### src/design/kflerp_pkg.sv
`timescale 1ns / 1ps
`default_nettype none
package kflerp_pkg;
   localparam int MaxKeys   = 64;
   localparam int SlotW     = $clog2(MaxKeys);
   localparam int CountW    = 7;
   localparam int TimeW     = 32;
   localparam int ValW      = 32;
   localparam int Lanes     = 3;
   localparam int FracW     = 17;
   localparam int QuotBits  = 17;

   localparam logic CmdLoad   = 1'b0;
   localparam logic CmdSample = 1'b1;

   // Work handed from the control sequencer to the blend lanes.
   typedef struct packed {
      logic             start;
      logic [FracW-1:0] frac;
   } lane_ctl_type;
endpackage
`default_nettype wire

### src/design/kflerp_lane.sv
`timescale 1ns / 1ps
`default_nettype none
// One blend lane: out = a + floor((d * f + 2^15) / 2^16), d = b - a.
module kflerp_lane (
   input  wire                                    clock,
   input  wire                                    reset,
   input  wire kflerp_pkg::lane_ctl_type          ctl,
   input  wire signed [kflerp_pkg::ValW-1:0]      val_a,
   input  wire signed [kflerp_pkg::ValW-1:0]      val_b,
   output logic signed [kflerp_pkg::ValW-1:0]     result,
   output logic                                   done
);
   logic signed [kflerp_pkg::ValW:0]     diff_ff, diff_in;
   logic signed [kflerp_pkg::ValW-1:0]   base_ff;
   logic        [kflerp_pkg::FracW-1:0]  frac_ff;
   logic signed [50:0]                   prod_ff, prod_in;
   logic        [1:0]                    stage_ff;
   logic signed [50:0]                   rnd;

   assign diff_in = {val_b[kflerp_pkg::ValW-1], val_b} - {val_a[kflerp_pkg::ValW-1], val_a};
   assign prod_in = 51'(diff_ff * $signed({1'b0, frac_ff}));
   assign rnd     = prod_ff + 51'sd32768;

   always_ff @(posedge clock) begin
      if (reset) begin
         stage_ff <= '0;
      end else begin
         stage_ff <= {stage_ff[0], ctl.start};
      end
      if (ctl.start) begin
         diff_ff <= diff_in;
         base_ff <= val_a;
         frac_ff <= ctl.frac;
      end
      if (stage_ff[0]) begin
         prod_ff <= prod_in;
      end
   end

   // Arithmetic shift is a floor division by 2^16.
   assign result = base_ff + 32'(rnd >>> 16);
   assign done   = stage_ff[1];
endmodule
`default_nettype wire

### config.mk
export PLATFORM = sky130hd
export DESIGN_NAME = kflerp_lane
export DESIGN_NICKNAME = d
export VERILOG_FILES = /design/src/design/kflerp_pkg.sv /design/src/design/kflerp_lane.sv
export SDC_FILE = /design/constraint.sdc
export NUM_CORES = 2
export LEC_CHECK = 0
export BUFFER_PORTS_ARGS = -buffer_cell sky130_fd_sc_hd__buf_2
export CAP_MARGIN = 30
export CORE_ASPECT_RATIO = 0.75
export CORE_MARGIN = 4
export CORE_UTILIZATION = 33
export DETAILED_ROUTE_END_ITERATION = 8
export GPL_TIMING_DRIVEN = 0
export PLACE_DENSITY_LB_ADDON = 0.12
export SYNTH_ARGS = -nofsm -noshare
export SYNTH_HDL_FRONTEND = slang
export SYNTH_SLANG_ARGS = --single-unit
### constraint.sdc
create_clock -name clock -period 5.47 [get_ports clock]
set_input_delay 0.2735 -clock clock [delete_from_list [all_inputs] [get_ports clock]]
set_output_delay 0.2735 -clock clock [all_outputs]
set_load 0.02 [all_outputs]
# Word-level counts from Yosys, hierarchy flattened
# Index checks and enable logic that the tools add are counted.
dict set report word_totals {
  inputBits 84
  reg_bits 132
}
dict set report op_classes {
  n_addsub 3
  n_mul 1
}
# operator count
set op_table {}
lappend op_table {{48-bit by 17-bit adder with 48-bit output (second input constant)} 1}
lappend op_table {{33-bit by 18-bit multiplier with 48-bit output} 1}
lappend op_table {{32-bit by 32-bit subtractor with 33-bit output} 1}
lappend op_table {{32-bit adder} 1}

# Depth between registers and ports, before layout
dict set report logic_depth {
  depth_word 2
  ltp_mapped 24
  mapped_depth_nobuf 23
}

# Least setup slack after synthesis
# OpenSTA, ideal clock, no wires.
dict set report synth_path {
  path_kind {register -> register}
  from {register frac_ff[9] (netlist name)}
  to {register prod_ff[44], data pin}
  path_stages_with_launch 23
  setup_time_ns 0.258
  n_path_buf 1
  required_time_ns 5.212
  path_slack_ns -0.600
  synth_period_minus_slack_ns 6.070
  t_arrival_ns 5.813
  cell_sequence {edfxtp_1 -> clkbuf_1 -> nand2_1 -> fa_1 -> inv_1 -> fa_1 -> inv_1 -> fa_1 -> inv_1 -> fa_1 -> fa_1 -> inv_1 -> fa_1 -> inv_1 -> ha_1 -> a21oi_1 -> nand2_1 -> o41ai_2 -> nor4b_1 -> o2111a_1 -> or3_1 -> a21oi_2 -> xnor2_1}
}
dict set report synth_between {
  elab_chain_len 1
}
# item line
set synth_rtl {}
lappend synth_rtl {{start, declared} kflerp_lane.sv:15} ;# logic [kflerp_pkg::FracW-1:0] frac_ff;
lappend synth_rtl {{start signal, assigned} kflerp_lane.sv:33} ;# frac_ff <= ctl.frac;
lappend synth_rtl {{33-bit by 18-bit multiplier with 48-bit output} kflerp_lane.sv:21} ;# assign prod_in = 51'(diff_ff * $signed({1'b0, frac_ff}));
lappend synth_rtl {{via prod_in[44]} kflerp_lane.sv:16} ;# logic signed [50:0] prod_ff, prod_in;
lappend synth_rtl {{end signal, assigned} kflerp_lane.sv:36} ;# prod_ff <= prod_in;
lappend synth_rtl {{end, declared} kflerp_lane.sv:16}
# The timed path passes the listed nets, and every way through them passes these cells.
# A chain may end at the register's enable or synchronous reset.

# Worst setup path after layout
dict set report layout_path {
  from {register frac_ff[13] (netlist name)}
  to {register prod_ff[46], data pin}
}
# Same word-level chain as after synthesis.

==> impl_metrics.json <==
{
  "slew_headroom_pct": 45.2,
  "critPathMaxFanout": 10,
  "yosysSeqAreaShare_pct": 13.7,
  "numCtsBuffers": 17,
  "cts_tree": "built",
  "via_count": 19300,
  "fmax_mhz": 150,
  "holdWs_ns": 0.0595,
  "reg2reg_slack_ns": -1.18,
  "grt_antenna_before_repair": 6,
  "synth_cells": 2691,
  "wl_per_cell_microns": 21.6,
  "endpoint_kind": "flip-flop",
  "syn_to_final_growth_pct": 21.7,
  "crit_arrival_ns": 6.84,
  "rsz0062_at_grt": "yes",
  "worst_slack_ns": -1.18,
  "routed.top_layer": "met4",
  "status": "finished with violations",
  "rows": 88,
  "reg2reg_depth": 20,
  "clkTransAtPathRegs_ns": 0.07,
  "syn_nets": 3465,
  "dp_hpwl_microns": 70200,
  "fin_tns_setup_ns": -22.84,
  "dr.pass1.iters": 5,
  "wl_met1_microns": 42600,
  "layout-drive-gt1-share_pct": 17.8,
  "synth_edf_count": 115,
  "crit_type": "reg2reg",
  "netlist_area_sq_um": 25600,
  "worstSkewPairLatency_ns": 0.47,
  "startpoint_type": "flip-flop",
  "wl_met3_microns": 9390,
  "synth_top_flop_cell": "edfxtp_1",
  "synthDistinctLibCells": 62,
  "synthArstFlopShare_pct": 0,
  "dp_slack_ns": -2.30,
  "yosysWarnings": 0,
  "first_global_vias": 20700,
  "skew_ns": 0.0201,
  "syn_area_per_cell_sq_um": 9.50,
  "reg2reg_from": "frac_ff[13]",
  "synth-seq-cells": 117,
  "h-tree-depth": 4,
  "violations": "setup timing",
  "core_sq_um": 76900,
  "finalCoreUtilization_pct": 40.5,
  "finalHoldViolCount": 0,
  "port_buffers": 116,
  "route.met2.wl_microns": 34200,
  "clockBufferDepth": 2,
  "routed_wl_microns": 87600,
  "required_ns": 5.66,
  "die_area_sq_um": 82000,
  "vias_per_cell": 4.75,
  "fin_crit_sh_pct": 122,
  "r2r-end": "prod_ff[46]",
  "fin_nets": 3782,
  "die_w_microns": 329,
  "antenna_left": 0,
  "drc": 0,
  "period_needed_ns": 6.65,
  "cts.sinks": 117,
  "grt_overflow": 0,
  "place_congestion": 0.894,
  "die_y_microns": 249,
  "drt-initial-drc-count": 1382,
  "grt_max_degree": 50,
  "pin_count": 117,
  "holdPathStages": 1,
  "initial_core_util_pct": 33.3,
  "cap_violations": 0,
  "track_usage_pct": 21.6,
  "worst_pin_slew_ns": 0.822,
  "grt_pass1_wl_microns": 131000,
  "min_path_type": "in2reg",
  "slew_violations": 0,
  "ctsRootBufferMaster": "clkbuf_16",
  "finalSetupViolCount": 33,
  "holdPathEnd": "base_ff[1]",
  "min_from": "val_a[1]"
}
-- timing repair --
item / in CTS / in global routing
pin swaps: 36 / 51
setup endpoints to repair: 33 / 33
hold buffers: 49 / 0
gates cloned: 1 / 1
endpoints found under the hold margin: 50 / 0
setup buffers: 93 / 41
resized for setup: 188 / 164
-- flip-flops by register name, indices dropped and copies added (netlist names) --
| signal | cells |
|---|---|
| diff_ff | 33 |
| base_ff | 32 |
| prod_ff | 33 |
| frac_ff | 17 |
| stage_ff | 2 |
-- cell type report --
| type | instances | area [sq um] |
|---|---|---|
| multi-input cells | 1860 | 20300 |
| repair buffers | 301 | 2280 |
| inverters | 624 | 2350 |
| plain buffers | 87 | 776 |
| clock buffers | 18 | 429 |
| diodes | 3 | 7.51 |
| fillers | 7675 | 45700 |
| well taps | 1035 | 1290 |
| flip-flops and latches | 117 | 3490 |
| clock inverters | 14 | 200 |
-- cell usage after synthesis, drive strengths merged, types with 4 or more instances --
cell	count	area, sq um
a211oi	12	105
a21boi	5	41.3
a21o	44	330
a21oi	89	460
a221oi	5	56.3
a31oi	5	37.5
and2	309	1930
and3	20	125
and4	7	61.3
clkbuf	90	338
edfxtp	115	3450
fa	516	10300
ha	174	2180
inv	624	2340
nand2	305	1140
nand2b	12	75.1
nand3	26	130
nand4	12	75.1
nor2	43	161
nor2b	9	56.3
nor3	12	60.1
o211ai	6	45.0
o21a	11	82.6
o21ai	46	234
o21bai	10	75.1
o22ai	4	31.3
o31ai	7	71.3
or3	6	37.5
xnor2	94	823
xor2	41	359
-- worst max-delay path: stages, from the launching register on --
cell,delay [ns]
edfxtp_1,0.51
clkbuf_4,0.26
and2_1,0.19
fa_1,0.54
fa_1,0.58
fa_1,0.51
fa_2,0.57
fa_1,0.42
fa_1,0.56
ha_4,0.25
a21oi_4,0.20
nand2_4,0.09
o41ai_4,0.27
buf_4,0.19
nor4b_4,0.04
buf_4,0.17
o2111a_2,0.34
nor3_4,0.21
o21bai_4,0.10
buf_6,0.14
xor2_4,0.20
-- cells in the final DEF, fill, tap and decap left out, types with 7 or more instances in the layout --
cell type,n
inv_2,23
nor2b_1,8
o21a_1,10
fa_2,30
o21ai_0,27
clkbuf_1,12
o21ai_1,10
a21oi_2,15
ha_4,15
clkbuf_4,13
fa_1,486
and2_4,13
nand3_1,22
nor3_1,9
nor2_1,39
buf_4,106
clkbuf_16,18
clkbuf_8,16
a211oi_1,7
edfxtp_1,115
nand2_1,300
and2_1,296
clkbuf_2,18
ha_1,156
nand2b_1,12
dlygate4sd3_1,49
a21o_1,44
o21bai_1,9
xor2_1,38
buf_6,38
nand4_1,12
and3_1,18
buf_2,120
xnor2_1,89
inv_1,600
buf_8,13
a21oi_1,68
-- how the worst max path moves through the flow --
stage	start	to	slack (ns)	depth (start not counted)
2_1_floorplan	frac_ff[6]	prod_ff[41]	-0.41	22
5_1_grt	frac_ff[12]	prod_ff[46]	-1.28	24
6_report	frac_ff[13]	prod_ff[46]	-1.18	20
3_3_place_gp	frac_ff[8]	prod_ff[47]	-2.25	20
3_5_place_dp	diff_ff[21]	prod_ff[47]	-2.30	21
4_1_cts	diff_ff[7]	prod_ff[44]	-1.24	24
-- per-layer routing --
| metal | vias up | global-route usage, % |
|---|---|---|
| li1 | 8815 | - |
| met1 | 9727 | 32.6 |
| met2 | 652 | 29.4 |
| met3 | 73 | 8.06 |
| met4 | 0 | 4.38 |
| met5 | - | 0 |
-- metrics by stage --
stage / instances / cell area (sq um)
after global routing: 4057 / 31100
final: 4059 / 31100
after floorplan: 2691 / 25900
after CTS: 4017 / 30300
after global placement: 3842 / 27800
after detailed placement: 3843 / 27800
-- cell families (layout without fill, tap and decap cells) --
kind of cell | Yosys count | after routing | share of synthesized area, %
AOI/OAI and AO/OA | 267 | 267 | 7.01
xor gates and xnor gates | 135 | 135 | 4.62
adders and majority gates | 690 | 690 | 48.9
buffers and inverters | 714 | 1044 | 10.5
DFF | 117 | 117 | 13.7
other | 0 | 3 | 0
and+or+nand+nor | 768 | 768 | 15.3
Power is left out: the tool's default activity adds up to more than one toggle a clock period on the data nets, which glitch-free logic cannot reach.
