### src/design/kflerp_pkg.sv
`timescale 1ns / 1ps
`default_nettype none
package kflerp_pkg;
   localparam int MaxKeys   = 64;
   localparam int SlotW     = $clog2(MaxKeys);
   localparam int CountW    = 7;
   localparam int TimeW     = 32;
   localparam int ValW      = 32;
   localparam int Lanes     = 3;
   localparam int FracW     = 17;
   localparam int QuotBits  = 17;

   localparam logic CmdLoad   = 1'b0;
   localparam logic CmdSample = 1'b1;

   // Work handed from the control sequencer to the blend lanes.
   typedef struct packed {
      logic             start;
      logic [FracW-1:0] frac;
   } lane_ctl_type;
endpackage
`default_nettype wire

### src/design/kflerp_div.sv
`timescale 1ns / 1ps
`default_nettype none
// Restoring divider: quotient = floor(num * 2^16 / den), one bit per cycle,
// saturated to 65536. num < den is not required; large quotients saturate.
module kflerp_div (
   input  wire                                 clock,
   input  wire                                 reset,
   input  wire                                 start,
   input  wire [kflerp_pkg::TimeW-1:0]         num,
   input  wire [kflerp_pkg::TimeW-1:0]         den,
   output logic [kflerp_pkg::FracW-1:0]        quot,
   output logic                                done
);
   logic [kflerp_pkg::TimeW:0]   rem_ff, rem_in;
   logic [kflerp_pkg::TimeW-1:0] den_ff;
   logic [kflerp_pkg::TimeW-1:0] hi_ff;
   logic [5:0]                   cnt_ff;
   logic                         busy_ff, done_ff, sat_ff;
   logic [kflerp_pkg::QuotBits-1:0] q_ff;
   logic [kflerp_pkg::TimeW:0]   trial;

   // num*2^16 shifted in one bit at a time; integer part first (32 bits), then 16 zeros.
   assign trial  = {rem_ff[kflerp_pkg::TimeW-1:0], (cnt_ff < 6'd32) ? hi_ff[31] : 1'b0};
   assign rem_in = (trial >= {1'b0, den_ff}) ? trial - {1'b0, den_ff} : trial;

   always_ff @(posedge clock) begin
      if (reset) begin
         busy_ff <= 1'b0;
         done_ff <= 1'b0;
      end else begin
         done_ff <= busy_ff && !start && (cnt_ff == 6'd47);
         if (start) begin
            busy_ff <= 1'b1;
            cnt_ff  <= '0;
            rem_ff  <= '0;
            hi_ff   <= num;
            den_ff  <= den;
            q_ff    <= '0;
            sat_ff  <= 1'b0;
         end else if (busy_ff) begin
            rem_ff <= rem_in;
            hi_ff  <= {hi_ff[30:0], 1'b0};
            // A set bit leaving the top of the quotient means it exceeds the limit.
            if (q_ff[kflerp_pkg::QuotBits-1]) begin
               sat_ff <= 1'b1;
            end
            q_ff   <= {q_ff[kflerp_pkg::QuotBits-2:0], trial >= {1'b0, den_ff}};
            cnt_ff <= cnt_ff + 6'd1;
            if (cnt_ff == 6'd47) begin
               busy_ff <= 1'b0;
            end
         end
      end
   end

   assign quot = (sat_ff || q_ff > 17'd65536) ? 17'd65536 : q_ff;
   assign done = done_ff;
endmodule
`default_nettype wire

### config.mk
export PLATFORM = sky130hd
export DESIGN_NAME = kflerp_div
export DESIGN_NICKNAME = d
export VERILOG_FILES = /design/src/design/kflerp_pkg.sv /design/src/design/kflerp_div.sv
export SDC_FILE = /design/constraint.sdc
export NUM_CORES = 1
export LEC_CHECK = 0
export ABC_AREA = 1
export BUFFER_PORTS_ARGS = -buffer_cell sky130_fd_sc_hd__buf_4
export CORE_UTILIZATION = 60
export CTS_CLUSTER_DIAMETER = 120
export DETAILED_ROUTE_END_ITERATION = 10
export HOLD_SLACK_MARGIN = 0.1
export PLACE_DENSITY = 0.77
export SLEW_MARGIN = 20
export SYNTH_ARGS = -nofsm -noshare
export SYNTH_HDL_FRONTEND = slang
export SYNTH_SLANG_ARGS = --single-unit
### constraint.sdc
create_clock -name clock -period 7.17 [get_ports clock]
set_clock_uncertainty 0.1 [all_clocks]
set_input_delay 0.717 -clock clock [delete_from_list [all_inputs] [get_ports clock]]
set_output_delay 0.717 -clock clock [all_outputs]
set_load 0.02 [all_outputs]
# Yosys cells after proc, flatten, opt, wreduce, memory -nomap -nowiden
# Cells that the tools add are included.
# W data, S select, Z words.
[classes] n_lt_le_gt_ge=3 reduce_logical=9 n_eq_ne=1 bitwise_logic=1 mux=13 add_sub_neg=2 n_mul=0 shift=0 n_div=0
[op_table] operator="$mux W32" count=4
[op_table] operator="$mux W17" count=2
[op_table] operator="$ge A33 B32 Y1" count=1
[op_table] operator="$sub A32 B32 Y32" count=1
[op_table] operator="$gt A17 B17 Y1 const B" count=1
[op_table] operator="$add A6 B1 Y6 const B" count=1
[op_table] operator="$eq A6 B6 Y1 const B" count=1
[op_table] operator="$lt A6 B6 Y1 const B" count=1
[op_table] operator="$mux W1" count=6
[op_table] operator="$mux W6" count=1
[op_table] operator="$reduce_and A2 Y1" count=2
[op_table] operator="$reduce_bool A2 Y1" count=2
[op_table] operator="$reduce_and A3 Y1" count=1
[op_table] operator="$logic_and A1 B1 Y1" count=2
[op_table] operator="$logic_not A1 Y1" count=1
[op_table] operator="$logic_or A1 B1 Y1" count=1
[op_table] operator="$not A1 Y1" count=1
[word_totals] in_bits=67 latch_bits=0 reg_bits=122 mem_count=0 ramBits=0 mem_bits_ro=0 out_inout_bits=18 wordCells=37

# Logic depth before layout (Yosys ltp)
# Gate-level depths: netlist of the first run.
[depth] word_depth=5 depth_mapped=17 mapped_depth_nobuf=17

# Worst setup path after synthesis of the first run
# No wires, ideal clock.
[synth_path] path_kind="input to register" start="input port start" end="register cnt_ff[0], enable pin" setup_slack_ns=1.829 path_buffers=2 setup_time_ns=0.449 arrival_time_ns=4.792 cell_stages=6 t_required_ns=6.621 path_cell_list="clkbuf_1 > inv_1 > clkbuf_1 > nor2_1 > inv_1 > nand2_1"
[synth_between] elab_chain_len=2
[synth_rtl] item="from (decl)" line_no="kflerp_div.sv:8" source="input wire start,"
[synth_rtl] item="$reduce_bool A2 Y1 (no source line)"
[synth_rtl] item="$reduce_and A2 Y1 (no source line)"
[synth_rtl] item="to (signal assigned)" line_no="kflerp_div.sv:48" source="cnt_ff <= cnt_ff + 6'd1;"
[synth_rtl] item="to (decl)" line_no="kflerp_div.sv:17" source="logic [5:0] cnt_ff;"
# Every way passes these cells.
# A chain may end at the register's enable or synchronous reset.

# Worst setup path in the final report of the first run
[layout_path] start="input port start" end="register rem_ff[26] (netlist name), enable pin"
[layout_between] elab_chain_len=2
[layout_rtl] item="$reduce_bool A2 Y1 (no source line)"
[layout_rtl] item="$reduce_and A2 Y1 (no source line)"
[layout_rtl] item="to (signal assigned)" line_no="kflerp_div.sv:41" source="rem_ff <= rem_in;"
[layout_rtl] item="to (decl)" line_no="kflerp_div.sv:14" source="logic [kflerp_pkg::TimeW:0] rem_ff, rem_in;"
# Every way passes these cells.

==> results of run 1 <==
[cell usage in the layout (no fill, tap or decap), drive strengths merged, types with 2 or more instances in the layout]
master,count
a21oi,22
and2,6
buf,85
clkbuf,17
clkinv,9
clkinvlp,4
dfxtp,2
edfxtp,120
ha,33
inv,219
nand2,406
nand3,52
nand3b,5
nand4,8
nor2,151
nor3,3
nor4,6
o21ai,5
or2,2
xnor2,2
xor2,13
[worst max path at each step]
stage               startpoint    endpoint  cells past startpoint
floorplan                start   cnt_ff[0]                      6
global placement         start  rem_ff[19]                      5
detailed placement       start  rem_ff[18]                      5
CTS                      start  rem_ff[13]                      5
global route             start   hi_ff[16]                      5
finish                   start  rem_ff[26]                      5
[worst max-delay path, stage by stage]
cell and delay, ns:
buf_4 0.43, inv_2 0.11, nor2_4 0.80, inv_1 0.32, nand2_8 0.58
[cell type report]
type,instances,area [sq um],area share
Multi-Input combinational cell,717,3380,0.367
Sequential cell,122,3640,0.395
Timing Repair Buffer,85,638,0.0692
Tap cell,172,215,0.0233
Inverter,217,815,0.0884
Clock buffer,17,425,0.0462
Clock inverter,15,101,0.0110
[cells in the mapped netlist, drive strengths merged]
library cell	count	area share
nor3	3	0.0025
clkinv	1	0.00047
buf	10	0.012
xor2	13	0.014
a21o	1	0.00094
o21bai	1	0.00094
nor4	6	0.0047
nand3b	5	0.0047
edfxtp	120	0.45
nor2	151	0.077
ha	33	0.052
fa	1	0.0025
or2	2	0.0016
nand3	52	0.034
a21oi	22	0.014
nand2	406	0.20
xnor2	2	0.0022
and2	6	0.0047
inv	216	0.10
dfxtp	2	0.0050
clkbuf	11	0.0052
o21ai	5	0.0031
nand4	8	0.0063
[flip-flops by register name, indices dropped and copies added, names as in the netlist]
register,count
busy_ff,1
cnt_ff,6
den_ff,32
done,1
hi_ff,32
q_ff,17
rem_ff,32
sat_ff,1
[metrics by stage]
| step | power [mW] | utilization | instances |
|---|---|---|---|
| 2_1_floorplan | 1.41 | - | 1077 |
| 3_3_place_gp | 1.55 | 0.680 | 1313 |
| 3_5_place_dp | 1.57 | 0.680 | 1313 |
| 4_1_cts | 2.33 | 0.721 | 1345 |
| 5_1_grt | 2.46 | 0.722 | 1345 |
| 6_report | 2.32 | 0.722 | 1345 |
[cells by family after synthesis]
group                    after synthesis
AO/OA/AOI/OAI                         29
XOR/XNOR                              15
adder cells (fa/ha/maj)               34
buffers and inverters                238
flip-flops                           122
AND/OR/NAND/NOR                      639
[power groups by stage]
stage	Sequential (mW)	Combinational (mW)	Clock, mW
after floorplan	0.915	0.490	0
after global placement	0.919	0.635	0
after detailed placement	0.921	0.645	0
after CTS	0.908	0.651	0.769
after global routing	0.914	0.745	0.801
final	0.907	0.652	0.764
[per-layer routing]
metal  vias to the layer above  global-route usage
met4                         0               0.116
met1                      2935               0.352
met3                        38              0.0566
met5                         -                   0
met2                       179               0.467
li1                       3459                   -
==> summary.txt, run 1 <==
Placement
  – Area post-placement: 8680 sq um
  – Post-Place Worst Slack: 3.36 ns
  – Placer Congestion: 1.00
  – # port buffers: 84
  – DP HPWL: 12700 um

Timing
  – Post-route fraction of the period consumed by the critical path: 0.426
  – Final hold slack: 0.371 ns
  – Worst setup margin: 4.12 ns
  – Setup TNS: 0 ns
  – # setup viols final: 0
  – Rel. slew slack: 0.262
  – Final min period: 3.05 ns
  – Endpoints failing hold: 0
  – Unrepaired setup endpoints after global routing: no
  – F_max: 0.328 GHz
  – Final Slew Violations: 0
  – Worst-margin pin slew: 1.11 ns

Flow run
  – Max capacitance violation total: 0

Power
  – Net Switching: 0.781 mW
  – Comb power frac: 0.281
  – VDD IR max: 0.165 mV
  – Int Pwr: 1.54 mW
  – Lkg Pwr: 4.84 nW
  – Clock power share: 0.329
  – Switch share: 0.336
  – Cell area power density: 252 nW/um^2
  – Flop pwr share: 0.390

Clocking
  – CTS sink cnt: 122
  – CTS tree: yes
  – Max Root-Sink Buffers: 2
  – Post-CTS Hold Fix Bufs: 0
  – Clock-pin slew on the worst setup and hold paths: 0.06 ns
  – Clock root cell: clkbuf_16
  – Clock Latency Late Sink: 0.42 ns
  – Post-CTS resize count: 0
  – CTS Buf Count: 17
  – # H-tree levels: 4
  – Setup bufs post-CTS: 0

Global routing
  – First-pass GRT wire length: 28900 um
  – Initial antenna violation count: 0
  – Largest net degree at the start of global routing: 88
  – Vias in the first global route: 6204
  – Total gr overflow: 0
  – Gr usage total: 0.278

Detailed routing
  – DRT antenna net count: 0
  – Detailed-routed wire length on met3: 831 um
  – Drc violations: 0
  – Vias per cell: 4.92
  – Wl on met1: 7850 um
  – Total wire length: 17600 um
  – Routed met2 length: 8430 um
  – Number of DRC markers in iteration 0: 430
  – Via count: 6611
  – Pre-Repair DR Iteration Count: 5
  – WL/cell: 13.1 um
  – Max layer used: met4

Floorplan
  – Height of the die: 117 um
  – # rows: 41
  – Initial core utilization: 0.622
  – Core ar.: 12800 sq um
  – DIE AREA: 13700 sq um
  – I/O Pins: 85
  – Die width: 117 um

Worst setup path
  – Worst-path fanout max: 87
  – CP Capture Type: flip-flop
  – R2r startpoint: rem_ff[2]
  – Worst R2R Path Depth: 12
  – WP data required: 7.12 ns
  – WS Path Type: in -> reg
  – Critical path arrival: 3.00 ns
  – Critical R2R Capture: rem_ff[28]
  – Flop2flop setup slack: 4.15 ns
  – Crit start category: input pin

Worst hold path
  – Hold Path End: den_ff[30]
  – Min-delay src: den[30]
  – HP Class: in -> reg
  – Hold path depth: 1

Finish
  – # diodes: 0
  – Filler instances: 1071
  – Fin nets: 1261
  – Area Growth Syn to Fin: 16.0%
  – Post-route cell area: 9220 sq um
  – Layout cell share with drive strength beyond 1: 0.130

Synth
  – Synth Area in Compound Gates: 0.0189
  – XOR/XNOR Fraction of Synth Area: 0.0165
  – Simple-gate share of the synthesized area: 0.332
  – Multiplexer share of the synthesized area: 0
  – Mapped cell area: 7950 sq um
  – Largest family of logic cells by synthesized area: simple AND/OR/NAND/NOR gates
  – Yosys reg bits: 122
  – Synth Area in Adders: 0.0545
  – Synthesized instance count: 1077
  – Syn Area/Cell: 7.38 sq um
  – Sequential area share after synthesis: 0.458
  – Syn nets: 1178
  – Unique masters post-synth: 35
  – Synth warn: 0

Outcome
  – Status: complete, no violations
Power figures use the tool's default switching activity.
==> run 2: changes to the inputs <==
==> constraint.sdc (replaced) <==
create_clock -name clock -period 2.9 [get_ports clock]
set_clock_uncertainty 0.1 [all_clocks]
set_input_delay 0.29 -clock clock [delete_from_list [all_inputs] [get_ports clock]]
set_output_delay 0.29 -clock clock [all_outputs]
set_load 0.02 [all_outputs]
==> summary.txt, run 2 (synthesis results as in run 1) <==
Timing
  – Setup TNS: 0 ns (unchanged)
  – Post-route fraction of the period consumed by the critical path: 0.914
  – Unrepaired setup endpoints after global routing: no (unchanged)
  – Rel. slew slack: 0.521 (was 0.262)
  – Worst-margin pin slew: 0.719 ns (was 1.11 ns)
  – Endpoints failing hold: 0 (unchanged)
  – Final hold slack: 0.168 ns (was 0.371 ns)
  – F_max: 0.377 GHz
  – Final min period: 2.65 ns
  – Final Slew Violations: 0 (unchanged)
  – # setup viols final: 0 (unchanged)

Worst setup path
  – R2r startpoint: cnt_ff[5] (was rem_ff[2])
  – Critical R2R Capture: rem_ff[28] (unchanged)
  – CP dominant cell by count: nand2_1
  – Slowest-stage cell, CP: edfxtp_1 (was nor2_4)
  – Flop2flop setup slack: 0.25 ns (was 4.15 ns)
  – Crit start category: flip-flop (was input pin)
  – WS Path Type: reg -> reg (was in -> reg)
  – WP data required: 2.98 ns (was 7.12 ns)
  – Worst-path fanout max: 4 (was 87)
  – Crit-path max cell delay: 0.41 ns (was 0.80 ns)
  – Critical Path Source: cnt_ff[5] (was start)
  – Worst R2R Path Depth: 16 (was 12)
  – Crit path cell chain: inv_1 -> nand2_1 -> ha_1 -> inv_1 -> fa_2 -> nand2_1 -> nand3_1 -> nand3_1 -> nand2_1 -> nand2_1 -> nand2_1 -> nand2_1 -> nand3_1 -> nand2_1 -> nor2_1 -> nor2_1 (was buf_4 -> inv_2 -> nor2_4 -> inv_1 -> nand2_8)
  – Critical path arrival: 2.73 ns (was 3.00 ns)
  – CP Capture Type: flip-flop (unchanged)

Floorplan
  – Die width: 117 um (unchanged)
  – Initial core utilization: 0.622 (unchanged)
  – I/O Pins: 85 (unchanged)
  – Core ar.: 12800 sq um (unchanged)
  – Height of the die: 117 um (unchanged)
  – # rows: 41 (unchanged)
  – DIE AREA: 13700 sq um (unchanged)

Clocking
  – Clock root cell: clkbuf_16 (unchanged)
  – CTS tree: yes (unchanged)
  – Clock-pin slew on the worst setup and hold paths: 0.06 ns (about the same)
  – Clock Latency Late Sink: 0.42 ns (about the same)
  – CTS sink cnt: 122 (unchanged)
  – # H-tree levels: 4 (unchanged)
  – Max Root-Sink Buffers: 2 (unchanged)
  – CTS Buf Count: 17 (unchanged)

Global routing
  – Initial antenna violation count: 0 (unchanged)
  – First-pass GRT wire length: 32900 um (was 28900 um)
  – Vias in the first global route: 7007 (was 6204)
  – Total gr overflow: 0 (unchanged)
  – Gr usage total: 0.322 (was 0.278)
  – Largest net degree at the start of global routing: 67 (was 88)

Detailed routing
  – Drc violations: 0 (unchanged)
  – Via count: 7154 (was 6611)
  – WL/cell: 14.8 um (was 13.1 um)
  – Number of DRC markers in iteration 0: 511 (was 430)
  – Pre-Repair DR Iteration Count: 5 (unchanged)
  – DRT antenna net count: 0 (unchanged)
  – Total wire length: 21000 um (was 17600 um)
  – Vias per cell: 5.05 (was 4.92)

Worst hold path
  – Hold Path End: busy_ff (was den_ff[30])
  – HP Class: in -> reg (unchanged)
  – Min-delay src: reset (was den[30])
  – Hold path depth: 4 (was 1)

Finish
  – Layout cell share with drive strength beyond 1: 0.129 (was 0.130)
  – Most frequent cells in the layout: nand2_1, inv_1, nor2_1 (unchanged)
  – # diodes: 0 (unchanged)
  – Commonest non-fill, non-tap cell in the layout: nand2_1 (unchanged)
  – Biggest regs: den_ff x32, hi_ff x32, rem_ff x32 (unchanged)
  – Fin nets: 1333 (was 1261)
  – Area Growth Syn to Fin: 26.0% (was 16.0%)

Outcome
  – Status: complete, no violations (unchanged)

Placement
  – # port buffers: 84 (unchanged)
  – DP HPWL: 13700 um (was 12700 um)
  – Placer Congestion: 0.933 (was 1.00)

Power
  – VDD IR max: 0.440 mV (was 0.165 mV)
  – Cell area power density: 608 nW/um^2 (was 252 nW/um^2)
  – Lkg Pwr: 5.19 nW (was 4.84 nW)

Flow run
  – Max capacitance violation total: 0 (unchanged)
## run 2: metal layers
| metal | GRT usage | share of wire | up-vias |
|---|---|---|---|
| li1 | - | - | 3608 |
| met1 | 0.383 | 0.42 | 3227 |
| met2 | 0.557 | 0.49 | 265 |
| met3 | 0.0654 | 0.060 | 54 |
| met4 | 0.159 | 0.032 | 0 |
| met5 | 0 | 0 | - |
## run 2: worst max path at each step
stage | depth (start not counted) | slack (ns) | endpoint
2_1_floorplan | 6 | 0.14 | cnt_ff[0]
3_3_place_gp | 17 | 0.33 | rem_ff[28]
3_5_place_dp | 17 | 0.30 | rem_ff[28]
4_1_cts | 17 | 0.24 | rem_ff[28]
5_1_grt | 16 | 0.01 | rem_ff[28]
6_report | 16 | 0.25 | rem_ff[28]
## run 2: cell type report
class / count / area [sq um]
repair buffers: 157 / 1390
clock inverters: 14 / 146
flip-flops and latches: 122 / 3640
well taps: 172 / 215
fillers: 904 / 2760
multi-input cells: 717 / 3370
clock buffers: 18 / 429
inverters: 217 / 815
## run 2: per-stage QoR
stage | instance area [sq um] | util | total power [mW] | setup slack, ns | std cells
after floorplan | 7960 | - | 3.47 | 0.145 | 1077
after global placement | 8790 | 0.688 | 3.89 | 0.327 | 1321
after detailed placement | 8790 | 0.688 | 3.92 | 0.301 | 1321
after CTS | 10000 | 0.784 | 6.06 | 0.240 | 1417
after global routing | 10000 | 0.784 | 6.41 | 0.0125 | 1417
final | 10000 | 0.784 | 6.09 | 0.251 | 1417
## run 2: what timing repair did
item | 4_1_cts | 5_1_grt
hold buffers | 64 | 0
hold endpoints to repair | 64 | 0
gates resized for setup | 0 | 1
setup buffers | 0 | 0
endpoints found under the setup margin | 0 | 1
## run 2: power breakdown
group / switching (mW) / internal, mW
Sequential: 0.0819 / 2.17
Clock: 0.820 / 1.27
Combinational: 1.11 / 0.644
## run 2: critical path, delay by kind of cell, from the launching register on
| kind | cells | cell delay, ns |
|---|---|---|
| simple gates | 12 | 1.17 |
| fa+ha+maj | 2 | 0.46 |
| flops | 1 | 0.41 |
| buf+inv | 2 | 0.26 |
==> run 3: changes to the inputs <==
--- a/config.mk
+++ b/config.mk
@@ -5,9 +5,9 @@
 export SDC_FILE = /design/constraint.sdc
 export NUM_CORES = 1
 export LEC_CHECK = 0
-export ABC_AREA = 1
 export BUFFER_PORTS_ARGS = -buffer_cell sky130_fd_sc_hd__buf_4
-export CORE_UTILIZATION = 60
+export CORE_UTILIZATION = 59
+export CTS_BUF_LIST = sky130_fd_sc_hd__clkbuf_16
 export CTS_CLUSTER_DIAMETER = 120
 export DETAILED_ROUTE_END_ITERATION = 10
 export HOLD_SLACK_MARGIN = 0.1
==> summary.txt, run 3 <==
Global routing
  – Total gr overflow: 0 (unchanged)
  – Gr usage total: 0.316 (was 0.322)
  – Met2 Resource Use GR: 0.545 (was 0.557)
  – Met1 Use GR: 0.375 (was 0.383)
  – Largest net degree at the start of global routing: 59 (was 67)
  – First-pass GRT wire length: 28000 um (was 32900 um)
  – Grt met3 use: 0.0711 (was 0.0654)
  – Initial antenna violation count: 0 (unchanged)
  – Vias in the first global route: 5733 (was 7007)
  – Gr busiest metal: met2 (unchanged)

Finish
  – Fin nets: 944 (was 1333)
  – Final Instance Count excl. Fillers: 995 (was 1417)
  – Area Growth Syn to Fin: 41.2% (was 26.0%)
  – Filler instances: 537 (was 904)
  – Commonest non-fill, non-tap cell in the layout: buf_4 (was nand2_1)
  – Most frequent cells in the layout: buf_4, edfxtp_1, dlygate4sd3_1 (was nand2_1, inv_1, nor2_1)
  – Layout cell share with drive strength beyond 1: 0.310 (was 0.129)
  – # diodes: 0 (unchanged)
  – Biggest regs: den_ff x32, hi_ff x32, rem_ff x32 (unchanged)

Worst setup path
  – Crit path cell chain: nand2b_4 -> ha_4 -> inv_2 -> fa_2 -> a21oi_2 -> o211ai_1 -> nand3_1 -> a21oi_2 -> a311o_1 -> a311oi_2 -> mux2i_1 -> nand2_1 (was inv_1 -> nand2_1 -> ha_1 -> inv_1 -> fa_2 -> nand2_1 -> nand3_1 -> nand3_1 -> nand2_1 -> nand2_1 -> nand2_1 -> nand2_1 -> nand3_1 -> nand2_1 -> nor2_1 -> nor2_1)
  – Crit start category: flip-flop (unchanged)
  – Flop2flop setup slack: -0.15 ns (was 0.25 ns)
  – CP dominant cell by count: a21oi_2 (was nand2_1)
  – CP top delay family: compound AO/OA/AOI/OAI gates (was simple AND/OR/NAND/NOR gates)
  – Crit-path max cell delay: 0.39 ns (was 0.41 ns)
  – Slowest-stage cell, CP: a311o_1 (was edfxtp_1)
  – R2r startpoint: cnt_ff[5] (unchanged)
  – Worst-path fanout max: 3 (was 4)
  – WP data required: 2.98 ns (about the same)
  – CP Buf/Inv Count: 1 (was 2)
  – Worst R2R Path Depth: 12 (was 16)
  – Critical path arrival: 3.13 ns (was 2.73 ns)
  – Critical R2R Capture: rem_ff[30] (was rem_ff[28])
  – WS Path Type: reg -> reg (unchanged)
  – CP Capture Type: flip-flop (unchanged)

Detailed routing
  – Pre-Repair DR Iteration Count: 6 (was 5)
  – Number of DRC markers in iteration 0: 494 (was 511)
  – Via count: 5798 (was 7154)
  – Total wire length: 18700 um (was 21000 um)
  – WL/cell: 18.8 um (was 14.8 um)
  – Vias per cell: 5.83 (was 5.05)
  – Drc violations: 0 (unchanged)
  – DRT antenna net count: 0 (unchanged)

Synth
  – Synth top area share: 0.531 (was 0.453)
  – Post-synth EDFFs: 120 (unchanged)
  – Syn Area/Cell: 10.9 sq um (was 7.38 sq um)
  – Syn nets: 726 (was 1178)
  – Synthesized instance count: 625 (was 1077)
  – Synth warn: 0 (unchanged)
  – Sequential area share after synthesis: 0.536 (was 0.458)
  – Unique masters post-synth: 59 (was 35)
  – Mapped cell area: 6790 sq um (was 7950 sq um)
  – Synth async-reset ratio: 0 (unchanged)
  – Post-synth top area cell: edfxtp_1 (unchanged)
  – Synth cell count leaders: edfxtp_1, nand2_1, a21oi_1 (was nand2_1, inv_1, nor2_1)
  – Synth top area cells: edfxtp_1, ha_1, mux2_2 (was edfxtp_1, nand2_1, inv_1)
  – Main synth FF type: edfxtp_1 (unchanged)
  – Cell with the most instances after synthesis: edfxtp_1 (was nand2_1)
  – Yosys reg bits: 122 (unchanged)

Clocking
  – CTS tree: yes (unchanged)
  – # H-tree levels: 4 (unchanged)
  – CTS sink cnt: 122 (unchanged)
  – Clock Latency Late Sink: 0.42 ns (about the same)
  – Clock-pin slew on the worst setup and hold paths: 0.06 ns (about the same)
  – Clock root cell: clkbuf_16 (unchanged)
  – CTS Buf Count: 17 (unchanged)
  – Max Root-Sink Buffers: 2 (unchanged)

Outcome
  – Failing checks: setup timing
  – Status: finished with violations (was complete, no violations)

Worst hold path
  – Min-delay src: start (was reset)
  – Hold Path End: cnt_ff[4] (was busy_ff)
  – Hold path depth: 2 (was 4)
  – HP Class: in -> reg (unchanged)

Placement
  – Placer Congestion: 0.995 (was 0.933)
  – DP HPWL: 10200 um (was 13700 um)
  – # port buffers: 84 (unchanged)
  – Total placed cells including tap cells: 882 (was 1321)

Power
  – VDD IR max: 0.648 mV (was 0.440 mV)
  – Lkg Pwr: 3.94 nW (was 5.19 nW)
  – PnR Total Power: 6.01 mW (was 6.09 mW)
  – Cell area power density: 627 nW/um^2 (was 608 nW/um^2)

Flow run
  – Max capacitance violation total: 0 (unchanged)

Timing
  – # setup viols final: 15 (was 0)
  – Worst-margin pin slew: 0.603 ns (was 0.719 ns)
  – Rel. slew slack: 0.598 (was 0.521)
  – Worst setup margin: -0.150 ns (was 0.251 ns)
  – Endpoints failing hold: 0 (unchanged)
  – Unrepaired setup endpoints after global routing: yes (was no)
  – F_max: 0.328 GHz (was 0.377 GHz)
  – Final Slew Violations: 0 (unchanged)
  – Final min period: 3.05 ns (was 2.65 ns)
  – Setup TNS: -0.512 ns (was 0 ns)
  – Post-route fraction of the period consumed by the critical path: 1.05 (was 0.914)

Floorplan
  – Height of the die: 109 um (was 117 um)
  – Core ar.: 11000 sq um (was 12800 sq um)
  – # rows: 38 (was 41)
  – I/O Pins: 85 (unchanged)
  – Die width: 109 um (was 117 um)
  – DIE AREA: 11900 sq um (was 13700 sq um)
  – Initial core utilization: 0.616 (was 0.622)
==> run 3: cell types whose count changed after synthesis, moves of 13 or more <==
cell,previous run,this run
a21oi_1,22,54
mux2_2,0,31
xnor2_1,2,17
nor2_2,16,0
nor2b_1,0,19
nor2_1,134,41
nand3_1,50,23
nand2_1,397,62
inv_1,212,47
and2_1,6,19
o21ai_0,4,22
==> run 3: how the worst max path moves through the flow <==
stage          depth (start not counted)       start  slack [ns]         end
2_1_floorplan                         12   cnt_ff[5]        0.04  rem_ff[30]
3_3_place_gp                          11  rem_ff[17]       -0.04  rem_ff[18]
3_5_place_dp                          11  rem_ff[17]       -0.13  rem_ff[10]
4_1_cts                               10   rem_ff[0]       -0.03  rem_ff[27]
5_1_grt                               12   hi_ff[31]       -0.25  rem_ff[30]
6_report                              12   cnt_ff[5]       -0.15  rem_ff[30]
==> run 3: worst reg2reg max path: stages, from the launching register on <==
cell and delay [ns]:
edfxtp_1 0.38, nand2b_4 0.15, ha_4 0.13, inv_2 0.04
fa_2 0.36, a21oi_2 0.17, o211ai_1 0.15, nand3_1 0.19
a21oi_2 0.09, a311o_1 0.40, a311oi_2 0.34, mux2i_1 0.23
nand2_1 0.07
==> run 3: logic make-up after synthesis <==
family,count (synthesis),synth area share
simple gates,212,0.156
compound gates,130,0.119
flops,122,0.536
buf+inv,71,0.0409
mux,34,0.0558
fa+ha+maj,34,0.0637
xor+xnor,22,0.0284
==> run 3: routing by layer <==
metal  vias up  wire length, um
li1       2713                -
met1      2746             7330
met2       275             9500
met3        64             1120
met4         0              756
met5         -                0
==> run 3: where the power goes <==
part / leakage (nW) / switching (mW) / internal, mW
logic: 2.49 / 0.938 / 0.860
clock network: 0.272 / 0.768 / 1.23
registers: 1.17 / 0.0806 / 2.14
total: 3.94 / 1.79 / 4.23
==> run 3: timing repair <==
action | in CTS | in global routing
resized for setup | 10 | 57
buffers inserted | 0 | 14
cloned | 1 | 2
hold endpoints to repair | 65 | 0
hold buffers | 65 | 0
pin swaps | 1 | 21
setup endpoints to repair | 30 | 32
==> run 3: metrics by stage <==
| step | instance area [sq um] | worst slack (ns) | hold slack (ns) | util |
|---|---|---|---|---|
| 6_report | 9590 | -0.150 | 0.340 | 0.869 |
| 5_1_grt | 9590 | -0.253 | 0.366 | 0.869 |
| 4_1_cts | 9180 | -0.0299 | 0.312 | 0.832 |
| 3_5_place_dp | 7940 | -0.134 | 0.369 | 0.720 |
| 3_3_place_gp | 7940 | -0.0375 | 0.368 | 0.720 |
| 2_1_floorplan | 6800 | 0.0417 | 0.289 | - |
==> run 3: area by class of cell <==
| cell class | instances | area (sq um) | share of cell area |
|---|---|---|---|
| Inverter | 48 | 180 | 0.0188 |
| Clock buffer | 17 | 425 | 0.0444 |
| Sequential cell | 122 | 3640 | 0.380 |
| Timing Repair Buffer | 222 | 1900 | 0.198 |
| Multi-Input combinational cell | 432 | 3150 | 0.328 |
| Tap cell | 140 | 175 | 0.0183 |
| Clock inverter | 14 | 116 | 0.0121 |
